$ cat src/hw/rtl/fastcgi_response_deframer_assert.svh
// Assertion macros shared by the deframer RTL files.
// Expects clk_i and rst_ni in the scope where a macro is used.
`ifndef FASTCGI_RESPONSE_DEFRAMER_ASSERT_SVH
`define FASTCGI_RESPONSE_DEFRAMER_ASSERT_SVH
`ifndef NO_ASSERTIONS
// Property that must hold at every clock edge outside reset.
`define FCGI_ASSERT(label, prop, msg) \
  label: assert property (@(posedge clk_i) disable iff (!rst_ni) (prop)) \
    else $error(msg);
// Condition that must hold in the cycle after a trigger.
`define FCGI_ASSERT_NEXT(label, pre, post, msg) \
  label: assert property (@(posedge clk_i) disable iff (!rst_ni) (pre) |=> (post)) \
    else $error(msg);
`else
`define FCGI_ASSERT(label, prop, msg)
`define FCGI_ASSERT_NEXT(label, pre, post, msg)
`endif
`endif

$ cat src/hw/rtl/fcgi_pkg.sv
// Types and constants for the FastCGI response deframer.
// No dependencies; used by every module of the block.
`timescale 1ns / 1ps
package fcgi_pkg;

  typedef enum logic [1:0] {
    PH_HEADER,
    PH_CONTENT,
    PH_PADDING,
    PH_DONE
  } phase_e;

  typedef enum logic [2:0] {
    KIND_STDOUT   = 3'd0,
    KIND_STDERR   = 3'd1,
    KIND_COMPLETE = 3'd2,
    KIND_ERROR    = 3'd3,
    KIND_CLOSED   = 3'd4
  } kind_e;

  typedef enum logic [2:0] {
    CAUSE_NONE    = 3'd0,
    CAUSE_VERSION = 3'd1,
    CAUSE_REQ_ID  = 3'd2,
    CAUSE_TYPE    = 3'd3,
    CAUSE_STATUS  = 3'd4,
    CAUSE_SHORT   = 3'd5
  } cause_e;

  // Configuration register indexes
  localparam int unsigned CFG_IDX_W = 1;
  localparam logic [CFG_IDX_W-1:0] CFG_EXP_REQ_ID = 1'd0;
  localparam logic [CFG_IDX_W-1:0] CFG_CHECK_EN   = 1'd1;
  localparam int unsigned CFG_DATA_W = 16;

  // Record header fields
  localparam logic [2:0]  HDR_VERSION  = 3'd0;
  localparam logic [2:0]  HDR_TYPE     = 3'd1;
  localparam logic [2:0]  HDR_ID_HI    = 3'd2;
  localparam logic [2:0]  HDR_ID_LO    = 3'd3;
  localparam logic [2:0]  HDR_LEN_HI   = 3'd4;
  localparam logic [2:0]  HDR_LEN_LO   = 3'd5;
  localparam logic [2:0]  HDR_PAD      = 3'd6;
  localparam logic [2:0]  HDR_RESERVED = 3'd7;

  localparam logic [7:0]  FCGI_VERSION = 8'd1;
  localparam logic [7:0]  TYPE_END     = 8'd3;
  localparam logic [7:0]  TYPE_STDOUT  = 8'd6;
  localparam logic [7:0]  TYPE_STDERR  = 8'd7;
  localparam logic [15:0] END_BODY_MIN = 16'd8;

  // End body: four status bytes, then the protocol status byte
  localparam logic [2:0]  BODY_PROTO   = 3'd4;
  localparam logic [2:0]  BODY_SAT     = 3'd5;

  typedef struct packed {
    kind_e       kind;
    logic [7:0]  payload;
    logic [31:0] exit_code;
    logic [7:0]  proto_code;
    cause_e      cause;
  } event_t;

endpackage

$ cat src/hw/rtl/fcgi_front.sv
// Front end of the deframer: record header parser and classifier.
// Turns each accepted word into at most one event. Uses fcgi_pkg.
`timescale 1ns / 1ps
`include "fastcgi_response_deframer_assert.svh"
module fcgi_front
  import fcgi_pkg::*;
(
  input  logic                  clk_i,
  input  logic                  rst_ni,
  input  logic                  cfg_we_i,
  input  logic [CFG_IDX_W-1:0]  cfg_idx_i,
  input  logic [CFG_DATA_W-1:0] cfg_wdata_i,
  input  logic                  take_i,
  input  logic [7:0]            data_byte_i,
  input  logic                  start_of_response_i,
  input  logic                  link_closed_i,
  output logic                  ev_valid_o,
  output event_t                ev_o
);

  logic [15:0] exp_id_q;
  logic        check_en_q;

  phase_e      phase_q, phase_d;
  logic [2:0]  hdr_idx_q, hdr_idx_d;
  logic [7:0]  rec_type_q, rec_type_d;
  logic [7:0]  id_hi_q, id_hi_d;
  logic [15:0] content_q, content_d;
  logic [7:0]  padding_q, padding_d;
  logic [2:0]  body_idx_q, body_idx_d;
  logic [31:0] status_word_q, status_word_d;
  logic [7:0]  status_byte_q, status_byte_d;

  phase_e      eff_phase;
  logic [2:0]  eff_idx;
  logic        is_stream;
  logic        is_end;
  logic        version_bad;
  logic        id_bad;
  logic [15:0] content_dec;
  logic [7:0]  padding_dec;
  logic [31:0] sw_nxt;
  logic [7:0]  sb_nxt;
  logic        ev_final;

  always_ff @(posedge clk_i or negedge rst_ni) begin
    if (!rst_ni) begin
      exp_id_q   <= 16'd1;
      check_en_q <= 1'b1;
    end else if (cfg_we_i) begin
      unique case (cfg_idx_i)
        CFG_EXP_REQ_ID: exp_id_q   <= cfg_wdata_i;
        CFG_CHECK_EN:   check_en_q <= cfg_wdata_i[0];
        default: ;
      endcase
    end
  end

  // Shared decode of the current word
  always_comb begin
    eff_phase   = start_of_response_i ? PH_HEADER : phase_q;
    eff_idx     = start_of_response_i ? 3'd0 : hdr_idx_q;
    is_stream   = (rec_type_q == TYPE_STDOUT) || (rec_type_q == TYPE_STDERR);
    is_end      = (rec_type_q == TYPE_END);
    version_bad = check_en_q && (data_byte_i != FCGI_VERSION);
    id_bad      = check_en_q && ({id_hi_q, data_byte_i} != exp_id_q);
    content_dec = content_q - 16'd1;
    padding_dec = padding_q - 8'd1;
    sw_nxt      = status_word_q;
    sb_nxt      = status_byte_q;
    if (body_idx_q < BODY_PROTO) begin
      sw_nxt = {status_word_q[23:0], data_byte_i};
    end else if (body_idx_q == BODY_PROTO) begin
      sb_nxt = data_byte_i;
    end
  end

  // Next state
  always_comb begin
    phase_d       = phase_q;
    hdr_idx_d     = hdr_idx_q;
    rec_type_d    = rec_type_q;
    id_hi_d       = id_hi_q;
    content_d     = content_q;
    padding_d     = padding_q;
    body_idx_d    = body_idx_q;
    status_word_d = status_word_q;
    status_byte_d = status_byte_q;
    if (take_i) begin
      if (link_closed_i) begin
        phase_d = PH_DONE;
      end else begin
        unique case (eff_phase)
          PH_HEADER: begin
            phase_d   = PH_HEADER;
            hdr_idx_d = eff_idx + 3'd1;
            unique case (eff_idx)
              HDR_VERSION: if (version_bad) phase_d = PH_DONE;
              HDR_TYPE:    rec_type_d = data_byte_i;
              HDR_ID_HI:   id_hi_d = data_byte_i;
              HDR_ID_LO:   if (id_bad) phase_d = PH_DONE;
              HDR_LEN_HI:  content_d = {data_byte_i, 8'h00};
              HDR_LEN_LO:  content_d = {content_q[15:8], data_byte_i};
              HDR_PAD:     padding_d = data_byte_i;
              HDR_RESERVED: begin
                body_idx_d    = 3'd0;
                status_word_d = 32'd0;
                status_byte_d = 8'd0;
                if (is_stream) begin
                  if (content_q != 16'd0) begin
                    phase_d = PH_CONTENT;
                  end else if (padding_q != 8'd0) begin
                    phase_d = PH_PADDING;
                  end else begin
                    phase_d = PH_HEADER;
                  end
                end else if (is_end) begin
                  phase_d = (content_q < END_BODY_MIN) ? PH_DONE : PH_CONTENT;
                end else begin
                  phase_d = PH_DONE;
                end
              end
              default: ;
            endcase
          end
          PH_CONTENT: begin
            content_d = content_dec;
            if (is_end) begin
              status_word_d = sw_nxt;
              status_byte_d = sb_nxt;
              if (body_idx_q != BODY_SAT) body_idx_d = body_idx_q + 3'd1;
            end
            if (content_dec == 16'd0) begin
              if (padding_q != 8'd0) begin
                phase_d = PH_PADDING;
              end else begin
                phase_d = is_end ? PH_DONE : PH_HEADER;
              end
            end
          end
          PH_PADDING: begin
            padding_d = padding_dec;
            if (padding_dec == 8'd0) phase_d = is_end ? PH_DONE : PH_HEADER;
          end
          PH_DONE: ;
          default: ;
        endcase
      end
    end
  end

  // Event output
  always_comb begin
    ev_valid_o      = 1'b0;
    ev_o.kind       = KIND_STDOUT;
    ev_o.payload    = 8'd0;
    ev_o.exit_code  = 32'd0;
    ev_o.proto_code = 8'd0;
    ev_o.cause      = CAUSE_NONE;
    if (take_i) begin
      if (link_closed_i) begin
        if (phase_q != PH_DONE) begin
          ev_valid_o = 1'b1;
          ev_o.kind  = KIND_CLOSED;
        end
      end else begin
        unique case (eff_phase)
          PH_HEADER: begin
            ev_o.kind = KIND_ERROR;
            if (eff_idx == HDR_VERSION && version_bad) begin
              ev_valid_o = 1'b1;
              ev_o.cause = CAUSE_VERSION;
            end else if (eff_idx == HDR_ID_LO && id_bad) begin
              ev_valid_o = 1'b1;
              ev_o.cause = CAUSE_REQ_ID;
            end else if (eff_idx == HDR_RESERVED && !is_stream) begin
              ev_valid_o = is_end ? (content_q < END_BODY_MIN) : 1'b1;
              ev_o.cause = is_end ? CAUSE_SHORT : CAUSE_TYPE;
            end
          end
          PH_CONTENT: begin
            if (is_stream) begin
              ev_valid_o   = 1'b1;
              ev_o.kind    = rec_type_q[0] ? KIND_STDERR : KIND_STDOUT;
              ev_o.payload = data_byte_i;
            end else if (content_dec == 16'd0 && padding_q == 8'd0) begin
              ev_valid_o      = 1'b1;
              ev_o.kind       = (sb_nxt == 8'd0) ? KIND_COMPLETE : KIND_ERROR;
              ev_o.cause      = (sb_nxt == 8'd0) ? CAUSE_NONE : CAUSE_STATUS;
              ev_o.exit_code  = sw_nxt;
              ev_o.proto_code = sb_nxt;
            end
          end
          PH_PADDING: begin
            if (padding_dec == 8'd0 && is_end) begin
              ev_valid_o      = 1'b1;
              ev_o.kind       = (status_byte_q == 8'd0) ? KIND_COMPLETE : KIND_ERROR;
              ev_o.cause      = (status_byte_q == 8'd0) ? CAUSE_NONE : CAUSE_STATUS;
              ev_o.exit_code  = status_word_q;
              ev_o.proto_code = status_byte_q;
            end
          end
          PH_DONE: ;
          default: ;
        endcase
      end
    end
  end

  always_ff @(posedge clk_i or negedge rst_ni) begin
    if (!rst_ni) begin
      phase_q       <= PH_HEADER;
      hdr_idx_q     <= 3'd0;
      rec_type_q    <= 8'd0;
      id_hi_q       <= 8'd0;
      content_q     <= 16'd0;
      padding_q     <= 8'd0;
      body_idx_q    <= 3'd0;
      status_word_q <= 32'd0;
      status_byte_q <= 8'd0;
    end else begin
      phase_q       <= phase_d;
      hdr_idx_q     <= hdr_idx_d;
      rec_type_q    <= rec_type_d;
      id_hi_q       <= id_hi_d;
      content_q     <= content_d;
      padding_q     <= padding_d;
      body_idx_q    <= body_idx_d;
      status_word_q <= status_word_d;
      status_byte_q <= status_byte_d;
    end
  end

  // A completion, an error or a close is the last event of a response.
  assign ev_final = ev_valid_o && (ev_o.kind == KIND_COMPLETE || ev_o.kind == KIND_ERROR ||
                                   ev_o.kind == KIND_CLOSED);

  `FCGI_ASSERT_NEXT(a_final_ends, ev_final, phase_q == PH_DONE, "final event left response open")

endmodule

$ cat src/hw/rtl/fcgi_queue.sv
// Short event queue between the parser and the output stage.
// Register-based ring buffer; uses fcgi_pkg for the event type.
`timescale 1ns / 1ps
`include "fastcgi_response_deframer_assert.svh"
module fcgi_queue
  import fcgi_pkg::*;
#(
  parameter int unsigned Depth = 4
) (
  input  logic   clk_i,
  input  logic   rst_ni,
  input  logic   push_i,
  input  event_t data_i,
  output logic   full_o,
  input  logic   pop_i,
  output logic   empty_o,
  output event_t data_o
);

  localparam int unsigned PtrW = (Depth > 1) ? $clog2(Depth) : 1;
  localparam int unsigned CntW = $clog2(Depth + 1);
  localparam logic [PtrW-1:0] LastPtr = PtrW'(Depth - 1);

  event_t            entry_q [Depth];
  logic [PtrW-1:0]   wr_ptr_q, rd_ptr_q;
  logic [CntW-1:0]   count_q;

  assign full_o  = (count_q == CntW'(Depth));
  assign empty_o = (count_q == '0);
  assign data_o  = entry_q[rd_ptr_q];

  always_ff @(posedge clk_i) begin
    if (push_i) entry_q[wr_ptr_q] <= data_i;
  end

  always_ff @(posedge clk_i or negedge rst_ni) begin
    if (!rst_ni) begin
      wr_ptr_q <= '0;
      rd_ptr_q <= '0;
      count_q  <= '0;
    end else begin
      if (push_i) wr_ptr_q <= (wr_ptr_q == LastPtr) ? '0 : wr_ptr_q + PtrW'(1);
      if (pop_i)  rd_ptr_q <= (rd_ptr_q == LastPtr) ? '0 : rd_ptr_q + PtrW'(1);
      if (push_i && !pop_i) begin
        count_q <= count_q + CntW'(1);
      end else if (pop_i && !push_i) begin
        count_q <= count_q - CntW'(1);
      end
    end
  end

  `FCGI_ASSERT(a_no_overflow, push_i |-> !full_o, "event pushed into a full queue")
  `FCGI_ASSERT(a_no_underflow, pop_i |-> !empty_o, "event popped from an empty queue")

endmodule

$ cat src/hw/rtl/fcgi_back.sv
// Output stage of the deframer: holds one event for the result channel.
// Drains the event queue; uses fcgi_pkg for the event type.
`timescale 1ns / 1ps
module fcgi_back
  import fcgi_pkg::*;
(
  input  logic   clk_i,
  input  logic   rst_ni,
  input  logic   q_empty_i,
  input  event_t q_data_i,
  output logic   q_pop_o,
  output logic   out_valid_o,
  input  logic   out_stall_i,
  output event_t out_data_o
);

  logic   valid_q, valid_d;
  event_t data_q;

  assign q_pop_o = !q_empty_i && (!valid_q || !out_stall_i);

  always_comb begin
    if (q_pop_o) begin
      valid_d = 1'b1;
    end else if (valid_q && out_stall_i) begin
      valid_d = 1'b1;
    end else begin
      valid_d = 1'b0;
    end
  end

  always_ff @(posedge clk_i or negedge rst_ni) begin
    if (!rst_ni) begin
      valid_q <= 1'b0;
    end else begin
      valid_q <= valid_d;
    end
  end

  always_ff @(posedge clk_i) begin
    if (q_pop_o) data_q <= q_data_i;
  end

  assign out_valid_o = valid_q;
  assign out_data_o  = data_q;

endmodule

$ cat src/hw/rtl/fastcgi_response_deframer.sv
// Top level of the FastCGI response deframer.
// Instantiates fcgi_front, fcgi_queue and fcgi_back; uses fcgi_pkg.
//
//   Channel   Direction   Handshake               Payload words
//   input     in          in_valid_i/in_stall_o   data_byte_i, start_of_response_i,
//                                                 link_closed_i
//   result    out         out_valid_o/out_stall_i kind_o, payload_o, exit_code_o,
//                                                 proto_code_o, error_cause_o
//   config    in          cfg_we_i                cfg_idx_i, cfg_wdata_i
//
// A word can be taken every cycle while the input is not stalled; the parser decides
// each word in the cycle it is accepted and pushes its result, if any, into a
// QueueDepth-entry queue. The result is written into the queue and from there into the
// registered output stage. The input stalls only while the queue is full, which needs
// QueueDepth + 1 results held up behind a stalled result side. Reset is asynchronous,
// active low, and returns the parser to the start of a record header.
`timescale 1ns / 1ps
`include "fastcgi_response_deframer_assert.svh"
module fastcgi_response_deframer
  import fcgi_pkg::*;
#(
  parameter int unsigned QueueDepth = 4
) (
  input  logic                  clk_i,
  input  logic                  rst_ni,

  // Configuration writes
  input  logic                  cfg_we_i,
  input  logic [CFG_IDX_W-1:0]  cfg_idx_i,
  input  logic [CFG_DATA_W-1:0] cfg_wdata_i,

  // Input words from the backend link
  input  logic                  in_valid_i,
  output logic                  in_stall_o,
  input  logic [7:0]            data_byte_i,
  input  logic                  start_of_response_i,
  input  logic                  link_closed_i,

  // Result words
  output logic                  out_valid_o,
  input  logic                  out_stall_i,
  output logic [2:0]            kind_o,
  output logic [7:0]            payload_o,
  output logic [31:0]           exit_code_o,
  output logic [7:0]            proto_code_o,
  output logic [2:0]            error_cause_o
);

  logic   in_take;
  logic   ev_valid;
  event_t ev;
  logic   q_full;
  logic   q_empty;
  logic   q_pop;
  event_t q_data;
  event_t out_data;
  logic   stream_word;
  logic   status_clear;
  logic   cause_agrees;

  // The queue always has room for the event of an accepted word.
  assign in_stall_o = q_full;
  assign in_take    = in_valid_i && !in_stall_o;

  fcgi_front u_front (
    .clk_i               (clk_i),
    .rst_ni              (rst_ni),
    .cfg_we_i            (cfg_we_i),
    .cfg_idx_i           (cfg_idx_i),
    .cfg_wdata_i         (cfg_wdata_i),
    .take_i              (in_take),
    .data_byte_i         (data_byte_i),
    .start_of_response_i (start_of_response_i),
    .link_closed_i       (link_closed_i),
    .ev_valid_o          (ev_valid),
    .ev_o                (ev)
  );

  fcgi_queue #(
    .Depth (QueueDepth)
  ) u_queue (
    .clk_i   (clk_i),
    .rst_ni  (rst_ni),
    .push_i  (ev_valid),
    .data_i  (ev),
    .full_o  (q_full),
    .pop_i   (q_pop),
    .empty_o (q_empty),
    .data_o  (q_data)
  );

  fcgi_back u_back (
    .clk_i       (clk_i),
    .rst_ni      (rst_ni),
    .q_empty_i   (q_empty),
    .q_data_i    (q_data),
    .q_pop_o     (q_pop),
    .out_valid_o (out_valid_o),
    .out_stall_i (out_stall_i),
    .out_data_o  (out_data)
  );

  assign kind_o        = out_data.kind;
  assign payload_o     = out_data.payload;
  assign exit_code_o   = out_data.exit_code;
  assign proto_code_o  = out_data.proto_code;
  assign error_cause_o = out_data.cause;

  // Stream words carry only a content byte; error words always name a cause.
  assign stream_word  = out_valid_o && (kind_o == KIND_STDOUT || kind_o == KIND_STDERR);
  assign status_clear = (exit_code_o == 32'd0) && (proto_code_o == 8'd0) &&
                        (error_cause_o == CAUSE_NONE);
  assign cause_agrees = ((kind_o == KIND_ERROR) == (error_cause_o != CAUSE_NONE));

  `FCGI_ASSERT(a_stream_word_clean, stream_word |-> status_clear, "stream word has status fields")
  `FCGI_ASSERT(a_cause_matches_kind, out_valid_o |-> cause_agrees, "cause does not match kind")

endmodule
$ cat config.mk
export PLATFORM = sky130hd
export DESIGN_NAME = fastcgi_response_deframer
export DESIGN_NICKNAME = d
export VERILOG_FILES = /design/src/hw/rtl/fcgi_pkg.sv /design/src/hw/rtl/fcgi_front.sv /design/src/hw/rtl/fcgi_queue.sv /design/src/hw/rtl/fcgi_back.sv /design/src/hw/rtl/fastcgi_response_deframer.sv
export VERILOG_INCLUDE_DIRS = /design/src /design/src/hw/rtl
export SDC_FILE = /design/constraint.sdc
export NUM_CORES = 1
export LEC_CHECK = 0
export ABC_AREA = 1
export BUFFER_PORTS_ARGS = -buffer_cell sky130_fd_sc_hd__buf_2
export CORE_UTILIZATION = 48
export DETAILED_ROUTE_END_ITERATION = 7
export PLACE_DENSITY = 0.74
export SLEW_MARGIN = 30
export SYNTH_ARGS = -nofsm -noshare
export SYNTH_HDL_FRONTEND = slang
export SYNTH_SLANG_ARGS = --single-unit
export TNS_END_PERCENT = 50
$ cat constraint.sdc
create_clock -name clk_i -period 5 [get_ports clk_i]
set_input_delay 0.5 -clock clk_i [delete_from_list [all_inputs] [get_ports clk_i]]
set_output_delay 0.5 -clock clk_i [all_outputs]
set_load 0.02 [all_outputs]
## Word-level counts from Yosys, hierarchy flattened

Memories as Yosys holds them, arrays and structs flattened. A register that Yosys moved wholly into a read port is not among the register bits.
Index checks and enable logic that the tools add are counted.

| cells by class | value |
|---|---|
| $add $sub $neg | 8 |
| multiply operators | 0 |
| divide/modulo/power cells | 0 |
| magnitude comparators | 2 |
| equal/unequal tests | 29 |
| shifts and indexed selects | 0 |
| multiplexer cells | 76 |
| bitwise gates (word level) | 2 |
| reduce and logical (&&, ||, !) cells | 46 |

Operators by type and width:

| operator | count |
|---|---|
| 43-bit 2-to-1 mux | 3 |
| 32-bit 2-to-1 mux | 3 |
| 40-bit one-hot mux with 2 select lines | 1 |
| 16-bit one-hot mux with 2 select lines | 2 |
| 32-bit one-hot mux with 2 select lines | 1 |
| 8-bit 2-to-1 mux | 7 |
| 54-bit 2-to-1 mux | 1 |
| 3-bit 2-to-1 mux | 17 |
| 51-bit 2-to-1 mux | 1 |
| 8-bit logical NOT | 4 |
| 8-bit one-hot mux with 2 select lines | 2 |
| 2-bit 2-to-1 mux | 15 |
| 4-bit AND reduction | 5 |
| 3-bit == test (second input constant) | 6 |
| 3-bit one-hot mux with 3 select lines | 2 |
| 1-bit 2-to-1 mux | 17 |
| 8-bit by 3-bit == test with 1-bit output (second input constant) | 2 |
| 16-bit logical NOT | 1 |
| 16-bit by 4-bit < comparator with 1-bit output (second input constant) | 1 |
| 16-bit != test | 1 |
| 16-bit nonzero test | 1 |
| 16-bit by 1-bit subtractor with 16-bit output (second input constant) | 1 |
| 1-bit logical AND | 12 |
| 2-bit one-hot mux with 3 select lines | 2 |
| other kinds (29) | 55 |

| word-level totals | value |
|---|---|
| bits in registers | 113 |
| latch bits | 0 |
| bits in writable memories | 216 |
| bits in read-only memories | 0 |
| input port bits | 32 |
| output and inout bits | 56 |
| memories kept | 1 |

Memories:

| name | words | width | rd ports | clocked after memory_dff | wr ports | line | source |
|---|---|---|---|---|---|---|---|
| u_queue.entry_q | 4 | 54 | 1 | 1 | 1 | fcgi_queue.sv:24 | `event_t entry_q [Depth];` |

## Depth between registers and ports, before layout

| logic depth | value |
|---|---|
| depth in word-level cells | 14 |
| depth in mapped cells | 22 |

## Cells and area by module

A second synthesis with hierarchy kept.

| unflattened totals | value |
|---|---|
| cells, all modules | 1,762 |
| area total of the unflattened synthesis | 18,240.0 µm² |

Modules (own cells, without submodules):

| module | instances | cells an instance | area an instance (µm²) | seq. area each (µm²) |
|---|---|---|---|---|
| fcgi_queue | 1 | 681 | 9,206.3 | 6,661.4 |
| fcgi_front | 1 | 1,021 | 7,360.8 | 2,630.0 |
| fcgi_back | 1 | 58 | 1,662.8 | 1,646.6 |
| fastcgi_response_deframer | 1 | 2 | 10.0 | 0.0 |

## Worst setup path before layout

No wires, ideal clock.

| timing | value |
|---|---|
| path kind | reg2reg |
| start | register u_front.content_q[0] |
| end | memory u_queue.entry_q[3][0] (netlist bit) (enable) |
| arrival | 4.229 ns |
| setup slack | 0.290 ns |
| stages on the path, launching flop included | 17 |
| buffers on the path | 0 |
| clock period less this slack | 4.710 ns |
| cell sequence | dfrtp_1 -> inv_2 -> ha_1 -> nand2_2 -> nor2_4 -> nand2_2 -> nand2_2 -> nand2_2 -> nor2_4 -> nand2_2 -> nor2_4 -> nand3_4 -> nand2_1 -> nand2_1 -> nand2_1 -> nand2_2 -> a21boi_1 |

| between the ends | value |
|---|---|
| longest elaborated chain between the ends | 10 |
| elaborated cells on any way between the ends | 15 |
| classes of those cells | add/sub: 1; order compare: 1; mux: 11; reduce/logical: 2 |

RTL lines:

| what | line | source |
|---|---|---|
| start: declaration | fcgi_front.sv:28 | `logic [15:0] content_q, content_d;` |
| start signal: assignment | fcgi_front.sv:226 | `content_q <= content_d;` |
| 16-bit by 1-bit subtractor with 16-bit output / 16-bit by 4-bit < comparator with 1-bit output (equally long branches) | fcgi_front.sv:67, fcgi_front.sv:177 |  |
| 16-bit logical NOT / 1-bit 2-to-1 mux (equally long branches) | fcgi_front.sv:186, fcgi_front.sv:177 |  |
| 1-bit logical AND / 1-bit 2-to-1 mux (equally long branches) | fcgi_front.sv:186, fcgi_front.sv:176 |  |
| 1-bit 2-to-1 mux, on equally long branches | fcgi_front.sv:186, fcgi_front.sv:173 |  |
| 1-bit 2-to-1 mux, on equally long branches | fcgi_front.sv:182, fcgi_front.sv:170 |  |
| 1-bit one-hot mux with 3 select lines (*) | fcgi_front.sv:167 | `unique case (eff_phase)` |
| 1-bit 2-to-1 mux (*) | fcgi_front.sv:161 | `if (link_closed_i) begin` |
| 1-bit 2-to-1 mux (*) | fcgi_front.sv:160 | `if (take_i) begin` |
| 1-bit 2-to-1 mux (*) | fcgi_queue.sv:33 | `if (push_i) entry_q[wr_ptr_q] <= data_i;` |
| 1-bit 2-to-1 mux (not written as such) (*) | fcgi_queue.sv:33 |  |
| end: declaration | fcgi_queue.sv:24 |  |

Mark *: on every way between the ends. The rest lies on a longest branch, timed or not.

## Final worst setup path

| timing | value |
|---|---|
| start | register u_front.content_q[0] |
| end | register u_queue.count_q[2] |

| between the ends | value |
|---|---|
| longest elaborated chain between the ends | 11 |
| elaborated cells on any way between the ends | 18 |
| classes of those cells | add/sub: 1; order compare: 1; mux: 10; reduce/logical: 6 |

RTL lines:

| what | line | source |
|---|---|---|
| 16-bit by 1-bit subtractor with 16-bit output / 16-bit by 4-bit < comparator with 1-bit output (equally long branches) | fcgi_front.sv:67, fcgi_front.sv:177 |  |
| 16-bit logical NOT / 1-bit 2-to-1 mux (equally long branches) | fcgi_front.sv:186, fcgi_front.sv:177 |  |
| 1-bit logical AND / 1-bit 2-to-1 mux (equally long branches) | fcgi_front.sv:186, fcgi_front.sv:176 |  |
| 1-bit 2-to-1 mux, on equally long branches | fcgi_front.sv:186, fcgi_front.sv:173 |  |
| 1-bit 2-to-1 mux, on equally long branches | fcgi_front.sv:182, fcgi_front.sv:170 |  |
| 1-bit one-hot mux with 3 select lines (*) | fcgi_front.sv:167 |  |
| 1-bit 2-to-1 mux (*) | fcgi_front.sv:161 |  |
| 1-bit 2-to-1 mux (*) | fcgi_front.sv:160 |  |
| net ev_valid | fastcgi_response_deframer.sv:50 | `logic ev_valid;` |
| 1-bit logical NOT | fcgi_queue.sv:46 | `end else if (pop_i && !push_i) begin` |
| 1-bit logical AND | fcgi_queue.sv:46 |  |
| 2-bit nonzero test (no source line) | n/a |  |
| end signal: assignment | fcgi_queue.sv:45 | `count_q <= count_q + CntW'(1);` |
| end signal: assignment | fcgi_queue.sv:47 | `count_q <= count_q - CntW'(1);` |
| end: declaration | fcgi_queue.sv:26 | `logic [CntW-1:0] count_q;` |

Mark *: on every way through the listed nets, which the timed path passes. The rest lies on a longest branch.
A chain may end at the register's enable or synchronous reset.

==> impl_metrics.toml <==
[yosys]
synthMuxAreaShare_pct = 0.8442
synth_compound_gate_area_share_pct = 13.80
synthSimpleGateAreaFrac_pct = 14.10
synth_top_area_share_pct = 46.76
yosysUniqueCellTypes = 45
ys_seq_area_share_pct = 63.08
synth_area_leaders = "edfxtp_1, dfrtp_1, o21ai_0"
synth_edf_count = 270
syn_inst = 1629
synth_top_family_by_area = "simple AND/OR/NAND/NOR gates"
yosys_most_used_dff = "edfxtp_1"
synth_top_area_cell = "edfxtp_1"
async_flop_share_pct = 29.50
synth_area_um2 = 17340
synthXorXnorAreaFrac_pct = 1.205
yosys_warnings = 0
syn_nets = 1686
avgSynthCellArea_um2 = 10.64
synth-adder-area-share_pct = 1.847
ys_ff_latch = 383

[setup_path]
rr_startpoint = "u_front.content_q[0]$_DFFE_PN0P_"
r2r_slack_ns = 1.60
critPathBufInv = 2
critPathSlowestCell = "fa_1"
crit_arrival_ns = 3.83
max_stage_delay_ns = 0.43
rr_worst_depth = 22
r2r-end = "u_queue.count_q[2]$_DFFE_PN0P_"
startpoint_type = "register"
crit_chain = "inv_2, ha_1, nand2_2, nor2_4, nand2_2, nand2_2, nand2_2, nor2_4, nand2_2, nor2_4, nand3_4, nand2_1, nand2_1, nand2_1, nand2_2, nand2_2, ha_1, inv_1, fa_1, a21oi_1, o21ai_0, xor2_1"
cp-end-kind = "register"
critical_path_required_ns = 5.42
cpMostUsedCell = "nand2_2"
crit_path_max_fanout = 7
criticalPathCategory = "reg -> reg"
cp_top_family = "simple AND/OR/NAND/NOR gates"

[drt]
detail_route.iter0.violations = 1066
wire_per_inst_um = 17.04
dr.pass1.iters = 5
viasPerCell = 5.418
routed_wl_um = 37180
drc = 0
ant_nets = 0
vias = 11820

[power_and_ir_drop]
leakage_nw = 7.418
powerDensity_nw_per_um2 = 589.2
finalPower_w = 0.01144
ir_worst_vdd_mv = 0.3255

[timing]
rsz0062_at_grt = "no"
worst_pin_slew_ns = 0.8992
maxSlewViolCount = 0
setup_tns_ns = 0
period_share_pct = 68.06
fin_ws_ns = 1.597
clock_skew_ns = 0.02886
hold_ws_ns = 0.03342
hold_violations = 0
slew_headroom_pct = 40.05
layout_min_cycle_time_ns = 3.403
fmax_ghz = 0.2939
setup_viol = 0

[cts]
cts_setup_buffers = 0
cts_buffers = 40
ctsHoldBuffers = 0
post_cts_resized = 0
clk_latency_ns = 0.55
clock_path_buffers = 3
clock-sinks = 383
h-tree-depth = 2
cts_root_buf = "clkbuf_16"
clk_pin_slew_ns = 0.06
cts_tree = "yes"

[placed_design]
gp_congestion = 0.9005
dpl.hpwl_um = 22640
place_worst_setup_slack_ns = 1.555
port_buffers = 87

[die]
die_height_um = 192.1
initial_core_util_pct = 48.75
core_um2 = 35570
io_pins = 88
rows = 69
die_x_um = 192.1
die-area_um2 = 36890

[worst_hold_path]
hold_class = "in -> async"

[global_route]
grt_pass1_vias = 11320
grt_use_total_pct = 20.93
grt-ovfl-total = 0
antenna_found_initial = 0
grt_max_degree = 91
grt_pass1_wl_um = 60230

[flow_run]
cap_violations = 0

[layout]
nets = 1748
final_common_cell = "edfxtp_1"
diodes = 0
final_cell_mix = "edfxtp_1, nor2_1, o21ai_0"
drive_gt1_share_pct = 18.94
nFillCells = 3003
synthToLayoutAreaGrowth_pct = 11.98

[status]
outcome = "finished clean"
cell usage after synthesis, types with 24 or more instances:
cell type / number
dfrtp_1: 111
a21oi_1: 100
o21ai_0: 196
inv_1: 119
nor2_1: 223
nand2_1: 173
a21oi_2: 41
clkbuf_1: 68
nand2_2: 57
edfxtp_1: 270
o22ai_1: 55
nand3_1: 41
ha_1: 24
where the power goes:
group	leakage (nW)	switching [W]	total [W]	internal, W
combinational	2.95	0.00259	0.00370	0.00111
sequential	3.85	0.000449	0.00486	0.00441
clock	0.624	0.00123	0.00288	0.00164
total	7.42	0.00428	0.0114	0.00717
worst max path at each step:
stage	to	depth (start not counted)	slack, ns	startpoint
2_1_floorplan	u_queue.entry_q[3][0]$_DFFE_PP_	16	0.29	u_front.content_q[0]$_DFFE_PN0P_
3_3_place_gp	u_queue.count_q[2]$_DFFE_PN0P_	20	1.64	start_of_response_i
3_5_place_dp	u_queue.count_q[2]$_DFFE_PN0P_	20	1.55	start_of_response_i
4_1_cts	u_queue.count_q[2]$_DFFE_PN0P_	22	1.59	u_front.content_q[0]$_DFFE_PN0P_
5_1_grt	u_queue.count_q[2]$_DFFE_PN0P_	22	1.34	u_front.content_q[1]$_DFFE_PN0P_
6_report	u_queue.count_q[2]$_DFFE_PN0P_	22	1.60	u_front.content_q[0]$_DFFE_PN0P_
sequential cells by signal (all words and copies together), names as in the netlist:
| register | cells |
|---|---|
| u_front.rec_type_q | 8 |
| u_front.check_en_q | 1 |
| u_front.status_word_q | 32 |
| u_back.out_data_o | 54 |
| u_front.padding_q | 8 |
| u_front.content_q | 16 |
| u_front.id_hi_q | 8 |
| u_front.hdr_idx_q | 3 |
| u_front.phase_q | 2 |
| u_front.body_idx_q | 3 |
| u_front.status_byte_q | 8 |
| u_queue.count_q | 3 |
| u_queue.wr_ptr_q | 2 |
| u_back.out_valid_o | 1 |
| u_front.exp_id_q | 16 |
| u_queue.rd_ptr_q | 2 |
| u_queue.entry_q | 216 |
per-layer routing:
metal,wire (um),track usage [%],vias to the layer above
met1,16700,28.64,5699
li1,-,-,5743
met2,17840,34.73,324
met5,0,0,-
met3,1868,2.997,55
met4,762,6.087,0
worst reg2reg max path, cell delays in order, from the launching register on:
cell and delay [ns]:
dfrtp_1 0.41, inv_2 0.09, ha_1 0.22, nand2_2 0.13, nor2_4 0.18, nand2_2 0.06
nand2_2 0.06, nand2_2 0.08, nor2_4 0.09, nand2_2 0.06, nor2_4 0.09, nand3_4 0.12
nand2_1 0.08, nand2_1 0.05, nand2_1 0.12, nand2_2 0.19, nand2_2 0.15, ha_1 0.17
inv_1 0.07, fa_1 0.43, a21oi_1 0.14, o21ai_0 0.11, xor2_1 0.16
through the flow:
| step | utilization [%] | cells | instance area (um^2) |
|---|---|---|---|
| final | 54.59 | 2182 | 19420 |
| after detailed placement | 50.99 | 2110 | 18140 |
| after floorplan | - | 1629 | 17340 |
| after global routing | 54.59 | 2182 | 19420 |
| after CTS | 54.58 | 2182 | 19410 |
| after global placement | 50.98 | 2110 | 18130 |
cells by family after synthesis:
| family | count (synthesis) |
|---|---|
| AO/OA/AOI/OAI | 420 |
| adder cells (fa/ha/maj) | 25 |
| flip-flops | 383 |
| multiplexers | 13 |
| buffers and inverters | 216 |
| XOR/XNOR | 23 |
| AND/OR/NAND/NOR | 549 |
layout make-up:
type / count / area [um^2] / share of cell area, %
Timing Repair Buffer: 103 / 558.0 / 2.874
Multi-Input combinational cell: 1030 / 5565 / 28.66
Clock inverter: 28 / 261.5 / 1.347
Clock buffer: 44 / 1016 / 5.232
Tap cell: 461 / 576.8 / 2.970
Sequential cell: 383 / 10940 / 56.33
Inverter: 133 / 501.7 / 2.584
Power figures use the tool's default switching activity.
